==> src/hdl/ppc_pkg.sv <==
// ppc_pkg: widths, register indexes, limits and shared structs of the PID power controller.
// No dependencies; every ppc_* module imports it.
package ppc_pkg;

    localparam int MEAS_W  = 18;
    localparam int SP_W    = 8;
    localparam int GAIN_W  = 24;
    localparam int ERR_W   = 19;
    localparam int DERIV_W = 20;
    localparam int INTEG_W = 7;
    localparam int DRIVE_W = 8;
    localparam int FRAC_BITS = 16;

    localparam int P_ERR_W = ERR_W + GAIN_W;
    localparam int P_DER_W = DERIV_W + GAIN_W;
    localparam int P_INT_W = INTEG_W + GAIN_W;
    localparam int SUM_W   = 46;
    localparam int CLAMP_W = 24;

    localparam int SETPOINT_SCALE = 1000;
    localparam int INTEGRAL_LIMIT = 50;
    localparam int DRIVE_LIMIT    = 100;

    localparam int CFG_IDX_W = 4;
    localparam logic [CFG_IDX_W-1:0] REG_SETPOINT = CFG_IDX_W'(0);
    localparam logic [CFG_IDX_W-1:0] REG_GAIN_P   = CFG_IDX_W'(1);
    localparam logic [CFG_IDX_W-1:0] REG_GAIN_I   = CFG_IDX_W'(2);
    localparam logic [CFG_IDX_W-1:0] REG_GAIN_D   = CFG_IDX_W'(3);

    localparam logic [SP_W-1:0]   SETPOINT_RST = SP_W'(5);
    localparam logic [GAIN_W-1:0] GAIN_P_RST   = GAIN_W'(13107);
    localparam logic [GAIN_W-1:0] GAIN_I_RST   = GAIN_W'(3277);
    localparam logic [GAIN_W-1:0] GAIN_D_RST   = GAIN_W'(0);

    localparam int QUEUE_DEPTH = 4;
    localparam int QPTR_W = $clog2(QUEUE_DEPTH);
    localparam int QCNT_W = $clog2(QUEUE_DEPTH + 1);

    typedef struct packed {
        logic [SP_W-1:0]   setpoint;
        logic [GAIN_W-1:0] gain_p;
        logic [GAIN_W-1:0] gain_i;
        logic [GAIN_W-1:0] gain_d;
    } t_cfg;

    // One classified sample: the three PID terms in milliwatts.
    typedef struct packed {
        logic [ERR_W-1:0]   err;
        logic [INTEG_W-1:0] integ;
        logic [DERIV_W-1:0] deriv;
    } t_item;

endpackage

==> src/hdl/ppc_regs.sv <==
// ppc_regs: configuration register file (setpoint and the three Q16 gains).
// Depends on ppc_pkg.
module ppc_regs (
    input  logic                          i_clk,
    input  logic                          i_rst_n,
    input  logic                          i_cfg_we,
    input  logic [ppc_pkg::CFG_IDX_W-1:0] i_cfg_index,
    input  logic [ppc_pkg::GAIN_W-1:0]    i_cfg_data,
    output ppc_pkg::t_cfg                 o_cfg
);
    import ppc_pkg::*;

    t_cfg r_cfg;

    always_ff @(posedge i_clk) begin
        if (!i_rst_n) begin
            r_cfg.setpoint <= SETPOINT_RST;
            r_cfg.gain_p   <= GAIN_P_RST;
            r_cfg.gain_i   <= GAIN_I_RST;
            r_cfg.gain_d   <= GAIN_D_RST;
        end else if (i_cfg_we) begin
            unique case (i_cfg_index)
                REG_SETPOINT: r_cfg.setpoint <= i_cfg_data[SP_W-1:0];
                REG_GAIN_P:   r_cfg.gain_p   <= i_cfg_data;
                REG_GAIN_I:   r_cfg.gain_i   <= i_cfg_data;
                REG_GAIN_D:   r_cfg.gain_d   <= i_cfg_data;
                default: ; // unmapped index, write dropped
            endcase
        end
    end

    assign o_cfg = r_cfg;

endmodule

==> src/hdl/ppc_front.sv <==
// ppc_front: accepts power samples, forms error, clamped integral and derivative.
// Depends on ppc_pkg; feeds ppc_queue.
module ppc_front (
    input  logic                       i_clk,
    input  logic                       i_rst_n,
    input  ppc_pkg::t_cfg              i_cfg,
    input  logic                       i_in_valid,
    output logic                       o_in_ready,
    input  logic [ppc_pkg::MEAS_W-1:0] i_measured_power_mw,
    input  logic                       i_queue_full,
    output logic                       o_push,
    output ppc_pkg::t_item             o_item
);
    import ppc_pkg::*;

    localparam logic signed [DERIV_W-1:0] ILIM_HI = DERIV_W'(INTEGRAL_LIMIT);
    localparam logic signed [DERIV_W-1:0] ILIM_LO = -DERIV_W'(INTEGRAL_LIMIT);

    logic signed [INTEG_W-1:0] r_integ, n_integ;
    logic signed [ERR_W-1:0]   r_prev_err;
    logic [MEAS_W-1:0]         sp_mw;
    logic signed [ERR_W-1:0]   err;
    logic signed [DERIV_W-1:0] integ_full;
    logic signed [DERIV_W-1:0] deriv;
    logic                      accept;

    assign o_in_ready = !i_queue_full;
    assign accept     = i_in_valid && o_in_ready;

    always_comb begin
        sp_mw = {{(MEAS_W - SP_W){1'b0}}, i_cfg.setpoint} * MEAS_W'(SETPOINT_SCALE);
        err   = $signed({1'b0, sp_mw}) - $signed({1'b0, i_measured_power_mw});
        integ_full = $signed({{(DERIV_W - INTEG_W){r_integ[INTEG_W-1]}}, r_integ})
                   + $signed({{(DERIV_W - ERR_W){err[ERR_W-1]}}, err});
        if (integ_full > ILIM_HI) begin
            n_integ = INTEG_W'(INTEGRAL_LIMIT);
        end else if (integ_full < ILIM_LO) begin
            n_integ = -INTEG_W'(INTEGRAL_LIMIT);
        end else begin
            n_integ = integ_full[INTEG_W-1:0];
        end
        deriv = $signed({err[ERR_W-1], err}) - $signed({r_prev_err[ERR_W-1], r_prev_err});
    end

    always_ff @(posedge i_clk) begin
        if (!i_rst_n) begin
            r_integ    <= '0;
            r_prev_err <= '0;
        end else if (accept) begin
            r_integ    <= n_integ;
            r_prev_err <= err;
        end
    end

    assign o_push       = accept;
    assign o_item.err   = err;
    assign o_item.integ = n_integ;
    assign o_item.deriv = deriv;

    a_integ_range: assert property (@(posedge i_clk) disable iff (!i_rst_n)
        (r_integ <= INTEG_W'(INTEGRAL_LIMIT)) && (r_integ >= -INTEG_W'(INTEGRAL_LIMIT)))
        else $error("integral left its clamp range");

endmodule

==> src/hdl/ppc_queue.sv <==
// ppc_queue: short FIFO of classified samples between front and back.
// Depends on ppc_pkg.
module ppc_queue (
    input  logic           i_clk,
    input  logic           i_rst_n,
    input  logic           i_push,
    input  ppc_pkg::t_item i_item,
    output logic           o_full,
    input  logic           i_pop,
    output logic           o_valid,
    output ppc_pkg::t_item o_item
);
    import ppc_pkg::*;

    t_item             r_mem [QUEUE_DEPTH];
    logic [QPTR_W-1:0] r_wr_ptr, r_rd_ptr;
    logic [QCNT_W-1:0] r_count;

    assign o_full  = (r_count == QCNT_W'(QUEUE_DEPTH));
    assign o_valid = (r_count != '0);
    assign o_item  = r_mem[r_rd_ptr];

    always_ff @(posedge i_clk) begin
        if (i_push) begin
            r_mem[r_wr_ptr] <= i_item;
        end
    end

    always_ff @(posedge i_clk) begin
        if (!i_rst_n) begin
            r_wr_ptr <= '0;
            r_rd_ptr <= '0;
            r_count  <= '0;
        end else begin
            if (i_push) r_wr_ptr <= r_wr_ptr + 1'b1;
            if (i_pop)  r_rd_ptr <= r_rd_ptr + 1'b1;
            case ({i_push, i_pop})
                2'b10:   r_count <= r_count + 1'b1;
                2'b01:   r_count <= r_count - 1'b1;
                default: r_count <= r_count;
            endcase
        end
    end

    a_count_bound: assert property (@(posedge i_clk) disable iff (!i_rst_n)
        r_count <= QCNT_W'(QUEUE_DEPTH))
        else $error("queue count beyond depth");

    a_no_overflow: assert property (@(posedge i_clk) disable iff (!i_rst_n)
        o_full |-> !i_push)
        else $error("push into full queue");

    a_no_underflow: assert property (@(posedge i_clk) disable iff (!i_rst_n)
        i_pop |-> o_valid)
        else $error("pop from empty queue");

endmodule

==> src/hdl/ppc_back.sv <==
// ppc_back: gain multiply, sum, clamp and truncate pipeline with output register.
// Depends on ppc_pkg; drains ppc_queue.
module ppc_back (
    input  logic                        i_clk,
    input  logic                        i_rst_n,
    input  ppc_pkg::t_cfg               i_cfg,
    input  logic                        i_q_valid,
    input  ppc_pkg::t_item              i_q_item,
    output logic                        o_pop,
    output logic                        o_out_valid,
    input  logic                        i_out_ready,
    output logic [ppc_pkg::DRIVE_W-1:0] o_drive
);
    import ppc_pkg::*;

    localparam logic signed [SUM_W-1:0] LIM_HI = SUM_W'(DRIVE_LIMIT * (2 ** FRAC_BITS));
    localparam logic signed [SUM_W-1:0] LIM_LO = -SUM_W'(DRIVE_LIMIT * (2 ** FRAC_BITS));
    localparam logic signed [CLAMP_W-1:0] FRAC_MASK = CLAMP_W'((2 ** FRAC_BITS) - 1);

    logic signed [ERR_W-1:0]   err;
    logic signed [INTEG_W-1:0] integ;
    logic signed [DERIV_W-1:0] deriv;
    logic signed [GAIN_W-1:0]  gain_p, gain_i, gain_d;

    logic                      r_s1_vld, r_s2_vld, r_out_vld;
    logic signed [P_ERR_W-1:0] r_p_err;
    logic signed [P_INT_W-1:0] r_p_int;
    logic signed [P_DER_W-1:0] r_p_der;
    logic signed [SUM_W-1:0]   r_sum;
    logic [DRIVE_W-1:0]        r_drive, n_drive;
    logic signed [CLAMP_W-1:0] clamped, adj;
    logic                      out_free, s2_free, s1_free;

    assign err    = i_q_item.err;
    assign integ  = i_q_item.integ;
    assign deriv  = i_q_item.deriv;
    assign gain_p = i_cfg.gain_p;
    assign gain_i = i_cfg.gain_i;
    assign gain_d = i_cfg.gain_d;

    assign out_free = !r_out_vld || i_out_ready;
    assign s2_free  = !r_s2_vld || out_free;
    assign s1_free  = !r_s1_vld || s2_free;
    assign o_pop    = i_q_valid && s1_free;

    // clamp, then drop fraction bits toward zero (bias negatives up by the mask)
    always_comb begin
        if (r_sum > LIM_HI) begin
            clamped = LIM_HI[CLAMP_W-1:0];
        end else if (r_sum < LIM_LO) begin
            clamped = LIM_LO[CLAMP_W-1:0];
        end else begin
            clamped = r_sum[CLAMP_W-1:0];
        end
        adj     = clamped + (clamped[CLAMP_W-1] ? FRAC_MASK : '0);
        n_drive = adj[FRAC_BITS + DRIVE_W - 1:FRAC_BITS];
    end

    always_ff @(posedge i_clk) begin
        if (!i_rst_n) begin
            r_s1_vld  <= 1'b0;
            r_s2_vld  <= 1'b0;
            r_out_vld <= 1'b0;
        end else begin
            if (s1_free)  r_s1_vld  <= i_q_valid;
            if (s2_free)  r_s2_vld  <= r_s1_vld;
            if (out_free) r_out_vld <= r_s2_vld;
        end
    end

    always_ff @(posedge i_clk) begin
        if (o_pop) begin
            r_p_err <= err * gain_p;
            r_p_int <= integ * gain_i;
            r_p_der <= deriv * gain_d;
        end
        if (s2_free && r_s1_vld) begin
            r_sum <= r_p_err + r_p_int + r_p_der;
        end
        if (out_free && r_s2_vld) begin
            r_drive <= n_drive;
        end
    end

    assign o_out_valid = r_out_vld;
    assign o_drive     = r_drive;

    a_drive_range: assert property (@(posedge i_clk) disable iff (!i_rst_n)
        o_out_valid |-> (($signed(o_drive) <= DRIVE_W'(DRIVE_LIMIT))
                      && ($signed(o_drive) >= -DRIVE_W'(DRIVE_LIMIT))))
        else $error("drive outside saturation range");

endmodule

==> src/hdl/pid_power_controller_top.sv <==
// pid_power_controller_top: PID loop on a stream of milliwatt power samples.
// Depends on ppc_pkg, ppc_regs, ppc_front, ppc_queue, ppc_back.
//
// One drive value comes out for every power sample that goes in, in order. Samples
// are taken at one per clock while the queue is not full: the front stage computes
// error (setpoint * 1000 minus the sample), the clamped integral (+/-50) and the
// error difference in the cycle the beat is accepted, since that is the only state
// carried from sample to sample. A four-entry queue then decouples it from the back
// pipeline, which multiplies the three terms by their signed Q16 gains, sums them,
// clamps to +/-100.0 and truncates toward zero. Output valid is registered: the
// queue is written at the accepting edge, then the multiply stage, sum stage and
// output register follow; throughput is one beat per cycle as long as the output
// side takes beats. A stall downstream backs up through the back pipeline, then the
// queue, and only then drops o_in_ready. Configuration writes (index 0 setpoint in
// watts, 1..3 the P, I, D gains, other indexes ignored) take effect on the next edge
// and must only be issued while the block is empty.
module pid_power_controller_top (
    input  logic                          i_clk,
    input  logic                          i_rst_n,
    // config write port
    input  logic                          i_cfg_we,
    input  logic [ppc_pkg::CFG_IDX_W-1:0] i_cfg_index,
    input  logic [ppc_pkg::GAIN_W-1:0]    i_cfg_data,
    // sample channel
    input  logic                          i_in_valid,
    output logic                          o_in_ready,
    input  logic [ppc_pkg::MEAS_W-1:0]    i_measured_power_mw,
    // drive channel
    output logic                          o_out_valid,
    input  logic                          i_out_ready,
    output logic [ppc_pkg::DRIVE_W-1:0]   o_drive
);
    import ppc_pkg::*;

    t_cfg  cfg;
    t_item front_item, q_item;
    logic  push, pop, q_full, q_valid;

    ppc_regs u_regs (
        .i_clk       (i_clk),
        .i_rst_n     (i_rst_n),
        .i_cfg_we    (i_cfg_we),
        .i_cfg_index (i_cfg_index),
        .i_cfg_data  (i_cfg_data),
        .o_cfg       (cfg)
    );

    // front: classify the beat and update the integral / previous error
    ppc_front u_front (
        .i_clk               (i_clk),
        .i_rst_n             (i_rst_n),
        .i_cfg               (cfg),
        .i_in_valid          (i_in_valid),
        .o_in_ready          (o_in_ready),
        .i_measured_power_mw (i_measured_power_mw),
        .i_queue_full        (q_full),
        .o_push              (push),
        .o_item              (front_item)
    );

    ppc_queue u_queue (
        .i_clk   (i_clk),
        .i_rst_n (i_rst_n),
        .i_push  (push),
        .i_item  (front_item),
        .o_full  (q_full),
        .i_pop   (pop),
        .o_valid (q_valid),
        .o_item  (q_item)
    );

    // back: gain multiply, sum, saturate, truncate
    ppc_back u_back (
        .i_clk       (i_clk),
        .i_rst_n     (i_rst_n),
        .i_cfg       (cfg),
        .i_q_valid   (q_valid),
        .i_q_item    (q_item),
        .o_pop       (pop),
        .o_out_valid (o_out_valid),
        .i_out_ready (i_out_ready),
        .o_drive     (o_drive)
    );

endmodule

==> config.mk <==
export PLATFORM = sky130hd
export DESIGN_NAME = pid_power_controller_top
export DESIGN_NICKNAME = d
export VERILOG_FILES = /design/src/hdl/ppc_pkg.sv /design/src/hdl/ppc_regs.sv /design/src/hdl/ppc_front.sv /design/src/hdl/ppc_queue.sv /design/src/hdl/ppc_back.sv /design/src/hdl/pid_power_controller_top.sv
export SDC_FILE = /design/constraint.sdc
export NUM_CORES = 2
export LEC_CHECK = 0
export BUFFER_PORTS_ARGS = -buffer_cell sky130_fd_sc_hd__buf_2
export CORE_UTILIZATION = 65
export CTS_CLUSTER_DIAMETER = 30
export DETAILED_ROUTE_END_ITERATION = 7
export GPL_ROUTABILITY_DRIVEN = 1
export PLACE_DENSITY = 0.81
export SYNTH_ARGS = -nofsm -noshare
export SYNTH_HDL_FRONTEND = slang
export SYNTH_HIERARCHICAL = 1
export SYNTH_SLANG_ARGS = --single-unit
==> constraint.sdc <==
create_clock -name i_clk -period 31.2 [get_ports i_clk]
set_input_delay 1.56 -clock i_clk [delete_from_list [all_inputs] [get_ports i_clk]]
set_output_delay 1.56 -clock i_clk [all_outputs]
set_load 0.03 [all_outputs]
==> out/results.tsv <==
stage	metric	value	unit
outcome	outcome	finished with violations	
outcome	violations	DRC	
detailed_routing	drtPass1Iterations	8	
clock_tree	h-tree-depth	3	
synth	syn-num-nets	7882	
timing	slew_headroom	0.142	
timing	drv_slew	0	
floorplan	die_w	315	um
setup_path	arrival	9.40	ns
clock_tree	clk_latency	0.66	ns
layout	utilization	0.705	
detailed_routing	ant_nets	0	
setup_path	worstSetupPathType	flop to flop	
detailed_routing	routed_wirelength	158	mm
timing	clock_skew	0.0338	ns
layout	drive_gt1_frac	0.0562	
global_route	grt_pass1_wl	254	mm
synth	syn_inst	6236	
clock_tree	tritoncts	built	
timing	setup_tns	0	ns
synth	ys.flop_type	edfxtp_1	
floorplan	initial_core_util	0.657	
global_route	grtUsageTotal	0.333	
detailed_routing	vias	44500	
clock_tree	postCtsSetupBuffers	0	
timing	setup_ws	22.19	ns
setup_path	crit_required	31.59	ns
synth	yosysTopAreaCell	fa_1	
detailed_routing	dr.first_iter.drc_count	3527	
clock_tree	numCtsBuffers	96	
layout	area_growth	7.22	%
clock_tree	clock-sinks	473	
synth	postSynthAreaPerCell	10.2	um2
setup_path	start_kind	flop	
detailed_routing	wl_per_cell	21.0	um
setup_path	path_max_fanout	46	
synth	syn_area	63700	um2
synth	async_flop_share	0	
synth	ys_top_cells_by_area	fa_1, edfxtp_1, ha_1	
floorplan	core	96900	um2
timing	timing.final.crit_share	0.289	
layout	fin_nets	7846	
floorplan	die_area	99200	um2
timing	max_freq	111	MHz
synth	yosys_warnings	6	
placement	dp_hpwl	120	mm
min_path	hold_class	flop to flop	
global_route	grt_pass1_vias	48300	
global_route	antenna_found_initial	4	
placement	place_ws	22.22	ns
timing	finalSetupViolations	0	
clock_tree	root_buffer	clkbuf_16	
timing	final.min_clock_period	9.01	ns
global_route	grt.overflow.total	0	
synth	synth_top_cell_area_share	0.358	
timing	rsz0062_at_grt	false	
placement	gp_routability_congestion	0.959	
timing	worst_pin_slew	1.28	ns
synth	synth_edf_count	355	
clock_tree	cts_resized	0	
clock_tree	cts.path.max_buffers	3	
floorplan	io_pins	61	
synth	ys_ff_latch	473	
flow_run	cap_viol_max_count	0	
detailed_routing	viasPerCell	5.89	
synth	synth.distinct_cells	96	
synth	synth.most_common_cell	inv_1	
floorplan	fp-row-count	114	
detailed_routing	drc	41	
setup_path	endpoint_kind	flop	
global_route	grt_max_degree	82	
floorplan	die_h	315	um
synth	seq_area_frac_synth	0.205	
synth	yosys-top-cells-count	inv_1, fa_1, nand2_1	
timing	hold_violations	0	
placement	port_buffers	60	
clock_tree	clk_pin_slew	0.05	ns
clock_tree	cts.hold.buffers_added	0	
[worst max-delay path: stages (launching register included)]
cell      delay, ns
dfxtp_2        0.32
buf_4          0.74
mux4_2         0.87
and2_1         0.34
fa_1           0.75
fa_1           0.53
fa_1           0.88
inv_1          0.20
fa_1           0.54
fa_1           0.56
inv_1          0.05
fa_1           0.43
ha_1           0.29
ha_1           0.32
and3_1         0.24
a221oi_2       0.33
o21bai_1       0.11
a21o_1         0.18
a21o_1         0.16
a21o_1         0.17
a41o_1         0.22
a21o_1         0.19
a21o_1         0.18
xor2_1         0.14
[worst paths after layout]
path | start | slack (ns) | cells after the start | endpoint
setup reg to reg | flop | 22.19 | 23 | u_back/r_p_err[39]
setup / recovery | flop | 22.19 | 23 | u_back/r_p_err[39]
hold / removal | u_front/r_prev_err[10] | 0.45 | 2 | u_front/r_prev_err[10]
hold reg to reg | u_front/r_prev_err[10] | 0.45 | 2 | u_front/r_prev_err[10]
[cell usage in the layout, fill, tap and decap left out, types with 10 or more instances in the layout]
cell type / instances
nor3_1: 34
a211oi_1: 22
or2_2: 13
buf_4: 43
o211ai_1: 25
clkbuf_16: 101
inv_1: 1208
nor4_1: 12
o21bai_1: 23
ha_1: 456
buf_2: 59
a21o_1: 102
o21a_1: 37
a31oi_1: 13
fa_1: 1139
nor2b_1: 58
and2_1: 540
nand3_1: 56
nand2b_1: 72
o21ai_0: 94
clkinvlp_4: 10
a21oi_1: 179
xnor2_1: 150
or3_1: 15
edfxtp_1: 355
bufinv_16: 12
inv_6: 14
a21boi_0: 16
nand4_1: 15
dfxtp_1: 116
nor2_1: 161
clkinv_1: 12
xor2_1: 71
and3_1: 28
nand2_1: 740
mux2i_1: 77
mux4_2: 40
[area by class of cell]
type                            count  area [um2]
Inverter                         1209        4540
Clock inverter                     67         774
Fill cell                        6626       28600
Multi-Input combinational cell   4318       45100
Sequential cell                   473       13000
Antenna cell                        2        5.00
Timing Repair Buffer              102         618
Tap cell                         1276        1600
Clock buffer                      113        2600
[registers in the layout, indices dropped and copies added, names as in the netlist, named ones only]
register and cells:
u_back/o_drive 8, u_back/o_out_valid 1, u_back/r_p_der 44, u_back/r_p_err 43
u_back/r_p_int 31, u_back/r_s1_vld 1, u_back/r_s2_vld 1, u_back/r_sum 45
u_front/r_integ 7, u_front/r_prev_err 19, u_queue/r_count 3, u_queue/r_mem 184
u_queue/r_rd_ptr 2, u_queue/r_wr_ptr 2, u_regs/o_cfg 80
[layer usage]
layer	global-route usage	wire length [um]	share of wire
met1	0.407	59400	0.37
met2	0.544	75500	0.48
met3	0.0697	12900	0.081
met4	0.201	10600	0.067
met5	0	13	0.000082
[logic make-up after synthesis]
kind of cell	share of synthesized area
flip-flops	0.205
AND/OR/NAND/NOR	0.139
adder cells (fa/ha/maj)	0.448
XOR/XNOR	0.0304
buffers and inverters	0.0874
AO/OA/AOI/OAI	0.0622
multiplexers	0.0291
[stage by stage]
| stage | hold WS (ns) | cell area [um2] | cells |
|---|---|---|---|
| CTS | 0.453 | 68300 | 7558 |
| global route | 0.482 | 68300 | 7559 |
| detailed placement | 0.446 | 64900 | 7378 |
| floorplan | 0.434 | 63700 | 6236 |
| global placement | 0.442 | 64900 | 7378 |
| finish | 0.455 | 68300 | 7560 |
Power is not shown: default switching activity piles up to over one toggle a cycle in this logic, so the estimate is an artifact.
